==> src/hdl/tse_pkg.sv <==
`default_nettype none
// ----------------------------------------------------------------------------
// tse_pkg
// Shared constants, types and helper functions of the tricubic spline
// evaluator.
// ----------------------------------------------------------------------------
package tse_pkg;

    localparam int MAX_XY_CELLS   = 16;
    localparam int MAX_Z_CELLS    = 8;
    localparam int FRAC_BITS      = 16;

    localparam int COEFS_PER_CELL = 64;
    localparam int COEF_IW        = $clog2(COEFS_PER_CELL);

    localparam int POS_W   = 24;
    localparam int COEF_W  = 32;
    localparam int IDX_W   = 17;
    localparam int OUT_W   = 42;
    localparam int XY_CFG_W = 5;
    localparam int Z_CFG_W  = 4;

    // Widths of cell counts and cell indexes.
    localparam int XY_CW = $clog2(MAX_XY_CELLS + 1);
    localparam int Z_CW  = $clog2(MAX_Z_CELLS + 1);
    localparam int XY_IW = (MAX_XY_CELLS > 1) ? $clog2(MAX_XY_CELLS) : 1;
    localparam int Z_IW  = (MAX_Z_CELLS > 1) ? $clog2(MAX_Z_CELLS) : 1;
    localparam int XY_W  = (MAX_XY_CELLS > 1) ? $clog2(MAX_XY_CELLS * MAX_XY_CELLS) : 1;
    localparam int CELL_W = (MAX_XY_CELLS * MAX_XY_CELLS * MAX_Z_CELLS > 1) ?
                            $clog2(MAX_XY_CELLS * MAX_XY_CELLS * MAX_Z_CELLS) : 1;
    localparam int ADDR_W      = CELL_W + COEF_IW;
    localparam int STORE_DEPTH = MAX_XY_CELLS * MAX_XY_CELLS * MAX_Z_CELLS * COEFS_PER_CELL;
    localparam int RAM_DEPTH   = 2 ** ADDR_W;

    // Fixed-point widths: powers and monomials reach 1.0, weights reach 3.0.
    localparam int P_W    = FRAC_BITS + 1;
    localparam int W_W    = FRAC_BITS + 2;
    localparam int PROD_W = COEF_W + W_W + 1;
    localparam int ACC_W  = OUT_W + FRAC_BITS;

    localparam logic [P_W-1:0] FX_ONE = {1'b1, {FRAC_BITS{1'b0}}};

    // Request kinds carried in tuser.
    localparam logic REQ_LOAD = 1'b0;
    localparam logic REQ_EVAL = 1'b1;

    // Configuration register indexes.
    localparam int CFG_IW = 2;
    localparam logic [CFG_IW-1:0] CFG_X_CELLS = 2'd0;
    localparam logic [CFG_IW-1:0] CFG_Y_CELLS = 2'd1;
    localparam logic [CFG_IW-1:0] CFG_Z_CELLS = 2'd2;

    // Steps of the power setup sequence.
    localparam logic [2:0] PS_SQ_X = 3'd0;
    localparam logic [2:0] PS_SQ_Y = 3'd1;
    localparam logic [2:0] PS_SQ_Z = 3'd2;
    localparam logic [2:0] PS_CU_X = 3'd3;
    localparam logic [2:0] PS_CU_Y = 3'd4;
    localparam logic [2:0] PS_CU_Z = 3'd5;

    // Last counts of the drain through the register stages after a memory read, and of the coefficient sweep.
    localparam logic [COEF_IW-1:0] DRAIN_LAST = COEF_IW'(2);
    localparam logic [COEF_IW-1:0] COEF_LAST  = COEF_IW'(COEFS_PER_CELL - 1);

    typedef struct packed {
        logic                latch;
        logic                ram_we;
        logic                loc;
        logic                prep;
        logic [2:0]          pstep;
        logic                issue;
        logic [COEF_IW-1:0]  idx;
        logic                out_load;
    } tse_cmd_t;

    typedef struct packed {
        logic [7:0]           cell_idx;
        logic [FRAC_BITS-1:0] frac;
    } tse_loc_t;

    // A count of zero acts as one, a count above the maximum acts as the maximum.
    function automatic logic [7:0] eff_cells(input logic [7:0] r, input logic [7:0] maxv);
        logic [7:0] n;
        begin
            n = r;
            if (r == 8'd0)
            begin
                n = 8'd1;
            end
            else if (r > maxv)
            begin
                n = maxv;
            end
            return n;
        end
    endfunction

    // Clamp a coordinate to [0, n] cells and split it into cell and fraction.
    function automatic tse_loc_t locate(input logic [POS_W-1:0] pos, input logic [7:0] n);
        logic [POS_W+7:0] lim;
        logic [POS_W+7:0] p;
        tse_loc_t         res;
        begin
            lim = {{POS_W{1'b0}}, n} << FRAC_BITS;
            p   = {8'd0, pos};
            if (p > lim)
            begin
                p = lim;
            end
            res.cell_idx = p[FRAC_BITS+7:FRAC_BITS];
            res.frac     = p[FRAC_BITS-1:0];
            if (res.cell_idx >= n)
            begin
                res.cell_idx = n - 8'd1;
            end
            return res;
        end
    endfunction

    function automatic logic [P_W-1:0] pow_sel(input logic [1:0] e,
                                               input logic [FRAC_BITS-1:0] d,
                                               input logic [FRAC_BITS-1:0] sq,
                                               input logic [FRAC_BITS-1:0] cu);
        logic [P_W-1:0] r;
        begin
            case (e)
                2'd0:    r = FX_ONE;
                2'd1:    r = {1'b0, d};
                2'd2:    r = {1'b0, sq};
                default: r = {1'b0, cu};
            endcase
            return r;
        end
    endfunction

    // Multiply a monomial by an exponent of 0..3 with one add.
    function automatic logic [W_W-1:0] times_exp(input logic [P_W-1:0] m,
                                                 input logic [1:0] e);
        logic [W_W-1:0] a;
        logic [W_W-1:0] b;
        begin
            a = e[0] ? {1'b0, m} : '0;
            b = e[1] ? {m, 1'b0} : '0;
            return a + b;
        end
    endfunction

endpackage
`default_nettype wire

==> src/hdl/tse_ctrl.sv <==
`default_nettype none
// ----------------------------------------------------------------------------
// tse_ctrl
// Sequencer of the evaluator: accepts requests, steps through locate, power
// setup, the coefficient sweep and pipeline drain, and owns the output valid.
// ----------------------------------------------------------------------------
module tse_ctrl
    import tse_pkg::*;
(
    input  wire logic  clk,
    input  wire logic  rst_n,
    input  wire logic  s_tvalid,
    input  wire logic  s_tuser,
    output logic       s_tready,
    output logic       m_tvalid,
    input  wire logic  m_tready,
    output tse_cmd_t   cmd
);

    localparam logic [2:0] ST_IDLE  = 3'd0;
    localparam logic [2:0] ST_LOC   = 3'd1;
    localparam logic [2:0] ST_PREP  = 3'd2;
    localparam logic [2:0] ST_RUN   = 3'd3;
    localparam logic [2:0] ST_DRAIN = 3'd4;
    localparam logic [2:0] ST_DONE  = 3'd5;

    logic [2:0]         state_reg;
    logic [2:0]         state_next;
    logic [COEF_IW-1:0] cnt_reg;
    logic [COEF_IW-1:0] cnt_next;
    logic               out_valid_reg;
    logic               out_valid_next;

    always_comb
    begin
        state_next     = state_reg;
        cnt_next       = cnt_reg;
        cmd            = '0;
        cmd.pstep      = cnt_reg[2:0];
        cmd.idx        = cnt_reg;
        out_valid_next = out_valid_reg;
        if (out_valid_reg && m_tready)
        begin
            out_valid_next = 1'b0;
        end

        case (state_reg)
            ST_IDLE:
            begin
                if (s_tvalid)
                begin
                    if (s_tuser == REQ_EVAL)
                    begin
                        cmd.latch  = 1'b1;
                        state_next = ST_LOC;
                    end
                    else
                    begin
                        cmd.ram_we = 1'b1;
                    end
                end
            end
            ST_LOC:
            begin
                cmd.loc    = 1'b1;
                cnt_next   = '0;
                state_next = ST_PREP;
            end
            ST_PREP:
            begin
                cmd.prep = 1'b1;
                if (cnt_reg[2:0] == PS_CU_Z)
                begin
                    cnt_next   = '0;
                    state_next = ST_RUN;
                end
                else
                begin
                    cnt_next = cnt_reg + 1'b1;
                end
            end
            ST_RUN:
            begin
                cmd.issue = 1'b1;
                cnt_next  = cnt_reg + 1'b1;
                if (cnt_reg == COEF_LAST)
                begin
                    state_next = ST_DRAIN;
                end
            end
            ST_DRAIN:
            begin
                if (cnt_reg == DRAIN_LAST)
                begin
                    state_next = ST_DONE;
                end
                else
                begin
                    cnt_next = cnt_reg + 1'b1;
                end
            end
            ST_DONE:
            begin
                // The output register frees up in the cycle its transaction completes.
                if (!out_valid_reg || m_tready)
                begin
                    cmd.out_load   = 1'b1;
                    out_valid_next = 1'b1;
                    state_next     = ST_IDLE;
                end
            end
            default:
            begin
                state_next = ST_IDLE;
            end
        endcase
    end

    always_ff @(posedge clk or negedge rst_n)
    begin
        if (!rst_n)
        begin
            state_reg     <= ST_IDLE;
            cnt_reg       <= '0;
            out_valid_reg <= 1'b0;
        end
        else
        begin
            state_reg     <= state_next;
            cnt_reg       <= cnt_next;
            out_valid_reg <= out_valid_next;
        end
    end

    assign s_tready = (state_reg == ST_IDLE);
    assign m_tvalid = out_valid_reg;

endmodule
`default_nettype wire

==> config.mk <==
export PLATFORM = sky130hd
export DESIGN_NAME = tse_ctrl
export DESIGN_NICKNAME = d
export VERILOG_FILES = /design/src/hdl/tse_pkg.sv /design/src/hdl/tse_ctrl.sv
export SDC_FILE = /design/constraint.sdc
export NUM_CORES = 1
export LEC_CHECK = 0
export BUFFER_PORTS_ARGS = -buffer_cell sky130_fd_sc_hd__buf_4
export CORE_MARGIN = 1
export CORE_UTILIZATION = 47
export CTS_BUF_LIST = sky130_fd_sc_hd__clkbuf_8
export DETAILED_ROUTE_END_ITERATION = 8
export GPL_ROUTABILITY_DRIVEN = 0
export PLACE_DENSITY_LB_ADDON = 0.1
export SYNTH_ARGS = -nofsm -noshare
export SYNTH_HDL_FRONTEND = slang
export SYNTH_SLANG_ARGS = --single-unit
==> constraint.sdc <==
create_clock -name clk -period 1.9 [get_ports clk]
set_input_delay 0.19 -clock clk [delete_from_list [all_inputs] [get_ports clk]]
set_output_delay 0.19 -clock clk [all_outputs]
set_load 0.005 [all_outputs]
# Word-level counts from Yosys, hierarchy flattened
# Index checks and enable logic that the tools add are counted.
# totals
regBits	10
latchBits	0
ram_bits	0
rom_bits	0
inputBits	5
out_inout_bits	17
wordCells	48
mem_count	0
# op_classes
add_sub_neg	1
n_mul	0
div	0
order_cmp	0
eq_ne	15
n_shift	0
muxes	22
n_bitwise	0
reduce_logical	7
# op_table
op	n
$pmux 6 s4	1
$mux 3	6
$pmux 3 s6	1
$ne 2x2->1 const B	7
$mux 6	2
$mux 1	10
$eq 3x3->1 const B	3
$add 6x1->6 const B	1
$eq 3x2->1 const B	2
$eq 6x2->1 const B	1
$eq 6x6->1 const B	1
$reduce_and 6->1	1
$mux 2	2
$reduce_bool 4->1	1
$eq 3x1->1 const B	1
$logic_not 3->1	1
$reduce_and 2->1	1
$logic_and 1x1->1	1
$logic_not 1->1	1
$logic_or 1x1->1	1

# Longest topological paths before layout
# logic_depth
depth_word	4
mapped_depth	6

# Least setup slack after synthesis
# OpenSTA, ideal clock, no wires.
# synth_timing
path_kind	register to register
startpoint	register cnt_reg[0]
endpoint	register cnt_reg[1]
setup_ns	0.125
t_arrival_ns	1.788
slack_ns	-0.014
path_stages_with_launch	7
n_path_buf	0
synth_period_minus_slack_ns	1.914
path_cell_list	dfrtp_1 > inv_1 > ha_1 > or3b_4 > o311ai_4 > nand2_1 > mux2_4
# synth_between
elab_chain_cells	3
word_cells_on_any_way	8
cone_classes	add/sub: 1; eq/ne: 3; mux: 3; reduce/logical: 1
# synth_rtl
item	line	text
start: declaration	tse_ctrl.sv:29	logic [COEF_IW-1:0] cnt_reg;
start signal: assignment	tse_ctrl.sv:130	cnt_reg <= cnt_next;
$add 6x1->6 (tied with other cells)	tse_ctrl.sv:79, tse_ctrl.sv:85, tse_ctrl.sv:99	
$mux 6 (tied with other cells)	tse_ctrl.sv:93	if (cnt_reg == DRAIN_LAST)
$pmux 6 s4 / $reduce_and 2->1 (equally long branches)	-	
# Several ways; a longest one is shown, not always the timed one. The select of a mux whose other input is x is not followed.
# A chain may end at the register's enable or synchronous reset.

# Final worst setup path
# Same ends and word-level chain as after synthesis.

==> PnR_summary.wiki <==
{| class="wikitable"
! Metric !! Value
|-
| Max transition margin || 0.595
|-
| Total Power || 1.43 mW
|-
| Syn Inst Count || 86
|-
| Clock latency reported for the late side of the worst-skew pair || 250 ps
|-
| Outcome || finished with violations
|-
| Share of layout cells above drive strength 1 || 0.462
|-
| Worst r2r path cells || 6
|-
| Clock tree from TritonCTS || yes
|-
| Crit path max fanout || 4
|-
| Clock network power share || 0.192
|-
| Die Y || 42.5 µm
|-
| Post-DR wirelength/cell || 15.5 µm
|-
| Cell internal power dissipation || 0.898 mW
|-
| Number of flops mapped to enable cells by yosys || 0
|-
| Crit share post-route || 1.02
|-
| Level count of the clock H-tree || 1
|-
| Fmax achieved || 517 MHz
|-
| Total of endpoints with negative setup slack in the final report || 1
|-
| Global router's overall resource usage || 0.248
|-
| DIE AREA || 1800 µm²
|-
| Synthesized area per cell || 8.95 µm²
|-
| Synth Warn # || 0
|-
| CTS Sinks || 10
|-
| Cell with the largest stage delay on the worst path || sky130_fd_sc_hd__dfrtp_2
|-
| Count of final hold-check violations || 0
|-
| Startpoint Class || register
|-
| Post-route clock skew || 6.86 ps
|-
| Die outline width || 42.5 µm
|-
| Number of rows created at floorplan || 14
|-
| Share of async-settable or async-resettable flops after synthesis || 1.00
|-
| End-of-flow core utilization || 0.730
|-
| Leading post-synthesis cells by cell area || sky130_fd_sc_hd__dfrtp_1 (33%), sky130_fd_sc_hd__ha_1 (4.9%), sky130_fd_sc_hd__a211oi_1 (3.9%)
|-
| Proportion of synthesized chip area in sequential cells || 0.325
|-
| Capture point of the worst path || cnt_reg[1]
|-
| Number of antenna repair diodes || 0
|-
| Critical path depth in cells || 6
|-
| Setup slack, reg-to-reg || -30 ps
|-
| Number of max-cap violations || 0
|-
| Cell class contributing the biggest share of worst-path delay || simple AND/OR/NAND/NOR gates
|-
| RSZ-0062 raised after global routing || yes
|-
| Required time of the critical path || 2030 ps
|-
| Minimum clock period || 1930 ps
|-
| Post-synth design cell area || 769 µm²
|-
| GR Overflow Total || 0
|-
| Psw || 0.534 mW
|-
| Type of the tightest min-delay check || in -> reg
|-
| Launch point of the worst reg-to-reg path || cnt_reg[0]
|-
| Final hold slack || 230 ps
|-
| Flip-flop and latch count after synthesis || 10
|-
| Crit path cell chain || inv_2 > ha_4 > or3b_4 > o311ai_4 > nand2_2 > mux2_4
|-
| Reg power frac || 0.271
|-
| Post-route worst setup slack || -32.4 ps
|-
| Total number of vias || 809
|-
| Largest net degree at the start of global routing || 14
|-
| Wire length of the first global-routing pass || 3.32 mm
|-
| Library cell with the highest instance count after synthesis || sky130_fd_sc_hd__dfrtp_1
|-
| Number of buffers on the longest clock path || 2
|-
| Initial cell density of the core || 0.505
|-
| Average via count per standard cell || 5.99
|-
| Area fraction of the dominant cell type after synthesis || 0.325
|-
| Endpoint of the most critical register-to-register path || cnt_reg[1]
|-
| CTS Buf Count || 3
|-
| Clk Tree Root Cell || sky130_fd_sc_hd__clkbuf_8
|-
| Final Max Slew Viols || 0
|-
| Antenna violations before repair || 0
|-
| Launching instance or port of the critical path || cnt_reg[0]
|-
| Sort of element at the end of the critical path || register
|-
| Final ANT Viol Nets || 0
|-
| Arrival time of data at the critical path endpoint || 2060 ps
|-
| Layout-stage area growth over the synthesis result || 44.6%
|-
| DRC marker count from the first detailed-route iteration || 14
|-
| Most used flip-flop cell after synthesis || sky130_fd_sc_hd__dfrtp_1
|-
| Cell type with the highest aggregate area in the netlist || sky130_fd_sc_hd__dfrtp_1
|-
| Worst-margin pin slew || 603 ps
|-
| Final Net Count || 128
|-
| Failing checks || negative setup slack
|-
| Drt total wl || 2.09 mm
|-
| Top cells by instance count after synthesis || sky130_fd_sc_hd__dfrtp_1 (10), sky130_fd_sc_hd__nand2_1 (8), sky130_fd_sc_hd__inv_1 (5), sky130_fd_sc_hd__o21ai_0 (5)
|-
| Number of flip-flops in the largest register || 6
|-
| Post-synthesis net count || 94
|-
| Peak per-stage delay on the critical path || 410 ps
|-
| DRC || 0
|-
| 1st-pass router iterations || 4
|-
| Switching part of the total || 0.373
|-
| Total placed cells including tap cells || 129
|-
| Clock input transition at the sequential cells of the worst setup and hold paths || 50 ps
|-
| Netlist cell types || 39
|-
| WP buf/inv || 1
|-
| Areal power density over the cells || 1290 nW/µm²
|-
| IO Pins || 22
|-
| Part of the total power dissipated in combinational logic || 0.536
|-
| Layout Cells excl Fill || 135
|-
| Via count of the first global-routing pass || 743
|-
| Core region area || 1520 µm²
|-
| Standby leakage power || 0.508 nW
|-
| Worst IR Drop VDD || 1010 µV
|-
| Type of the setup path with the least slack || reg -> reg
|-
| Final HPWL from detailed placement || 1.43 mm
|-
| Number of input and output port buffers inserted || 21
|}
## timing repair
item / CTS / global route
pin swaps: 0 / 2
resized for setup: 1 / 7
endpoints found under the hold margin: 10 / 0
buffers inserted: 0 / 1
endpoints found under the setup margin: 1 / 5
hold buffers: 1 / 0
cloned: 0 / 0
## power groups by stage
stage	registers, mW	clock network, mW	logic, mW
after floorplan	0.391	0	0.373
after global placement	0.377	0	0.682
after detailed placement	0.383	0	0.694
after CTS	0.381	0.279	0.701
after global routing	0.398	0.287	0.824
final	0.389	0.276	0.768
## layout by cell type (no fill, tap or decap), types with 2 or more instances in the layout
cell type,count
sky130_fd_sc_hd__nand2_1,7
sky130_fd_sc_hd__clkbuf_8,4
sky130_fd_sc_hd__mux2_2,2
sky130_fd_sc_hd__a211oi_1,3
sky130_fd_sc_hd__a31oi_1,2
sky130_fd_sc_hd__ha_1,2
sky130_fd_sc_hd__nor2b_1,3
sky130_fd_sc_hd__nor3_1,3
sky130_fd_sc_hd__o21ai_0,4
sky130_fd_sc_hd__inv_1,4
sky130_fd_sc_hd__nor2_1,4
sky130_fd_sc_hd__dfrtp_1,9
sky130_fd_sc_hd__a21oi_1,4
sky130_fd_sc_hd__buf_4,35
sky130_fd_sc_hd__nand3_1,2
sky130_fd_sc_hd__o211ai_1,2
## worst register-to-register path, cell delays in order (launching register included)
cell and delay (ps):
sky130_fd_sc_hd__dfrtp_2 410, sky130_fd_sc_hd__inv_2 80, sky130_fd_sc_hd__ha_4 130, sky130_fd_sc_hd__or3b_4 390, sky130_fd_sc_hd__o311ai_4 360, sky130_fd_sc_hd__nand2_2 130
sky130_fd_sc_hd__mux2_4 330
## cell type report
type                       count  area (µm²)
clock buffer                   4        55.1
fill                         120         412
inverter                       5        18.8
multi-input combinational     64         494
sequential                    10         251
tap                           16        20.0
timing repair buffer          36         273
## layer usage
metal | GRT usage | part of all wire | up-vias
li1 | - | - | 382
met1 | 0.326 | 0.45 | 390
met2 | 0.391 | 0.47 | 30
met3 | 0.0345 | 0.048 | 7
met4 | 0.131 | 0.032 | 0
met5 | 0 | 0 | -
## logic make-up after synthesis
logic type	share of synthesized area
buf+inv	0.0748
compound gates	0.276
fa+ha+maj	0.0488
simple gates	0.215
mux	0.0488
xor+xnor	0.0114
flops	0.325
## worst min path at each step
stage / startpoint / endpoint / slack [ps] / cells past startpoint
after floorplan: rst_n / cnt_reg[0] / -110 / 0
after global placement: rst_n / cnt_reg[1] / 30 / 1
after detailed placement: rst_n / cnt_reg[2] / 30 / 1
after CTS: m_tready / m_tvalid / 230 / 3
after global routing: m_tready / m_tvalid / 250 / 3
final: m_tready / m_tvalid / 230 / 3
## stage by stage
step / setup WS [ps] / TNS (ps) / instance area, µm²
after floorplan: 3.79 / 0 / 771
after global placement: 24.5 / 0 / 1010
after detailed placement: -18.4 / -18.4 / 1010
after CTS: -3.32 / -6.50 / 1070
after global routing: -92.1 / -255 / 1110
final: -32.4 / -32.4 / 1110
No activity file was read; power rests on OpenSTA's default activity.
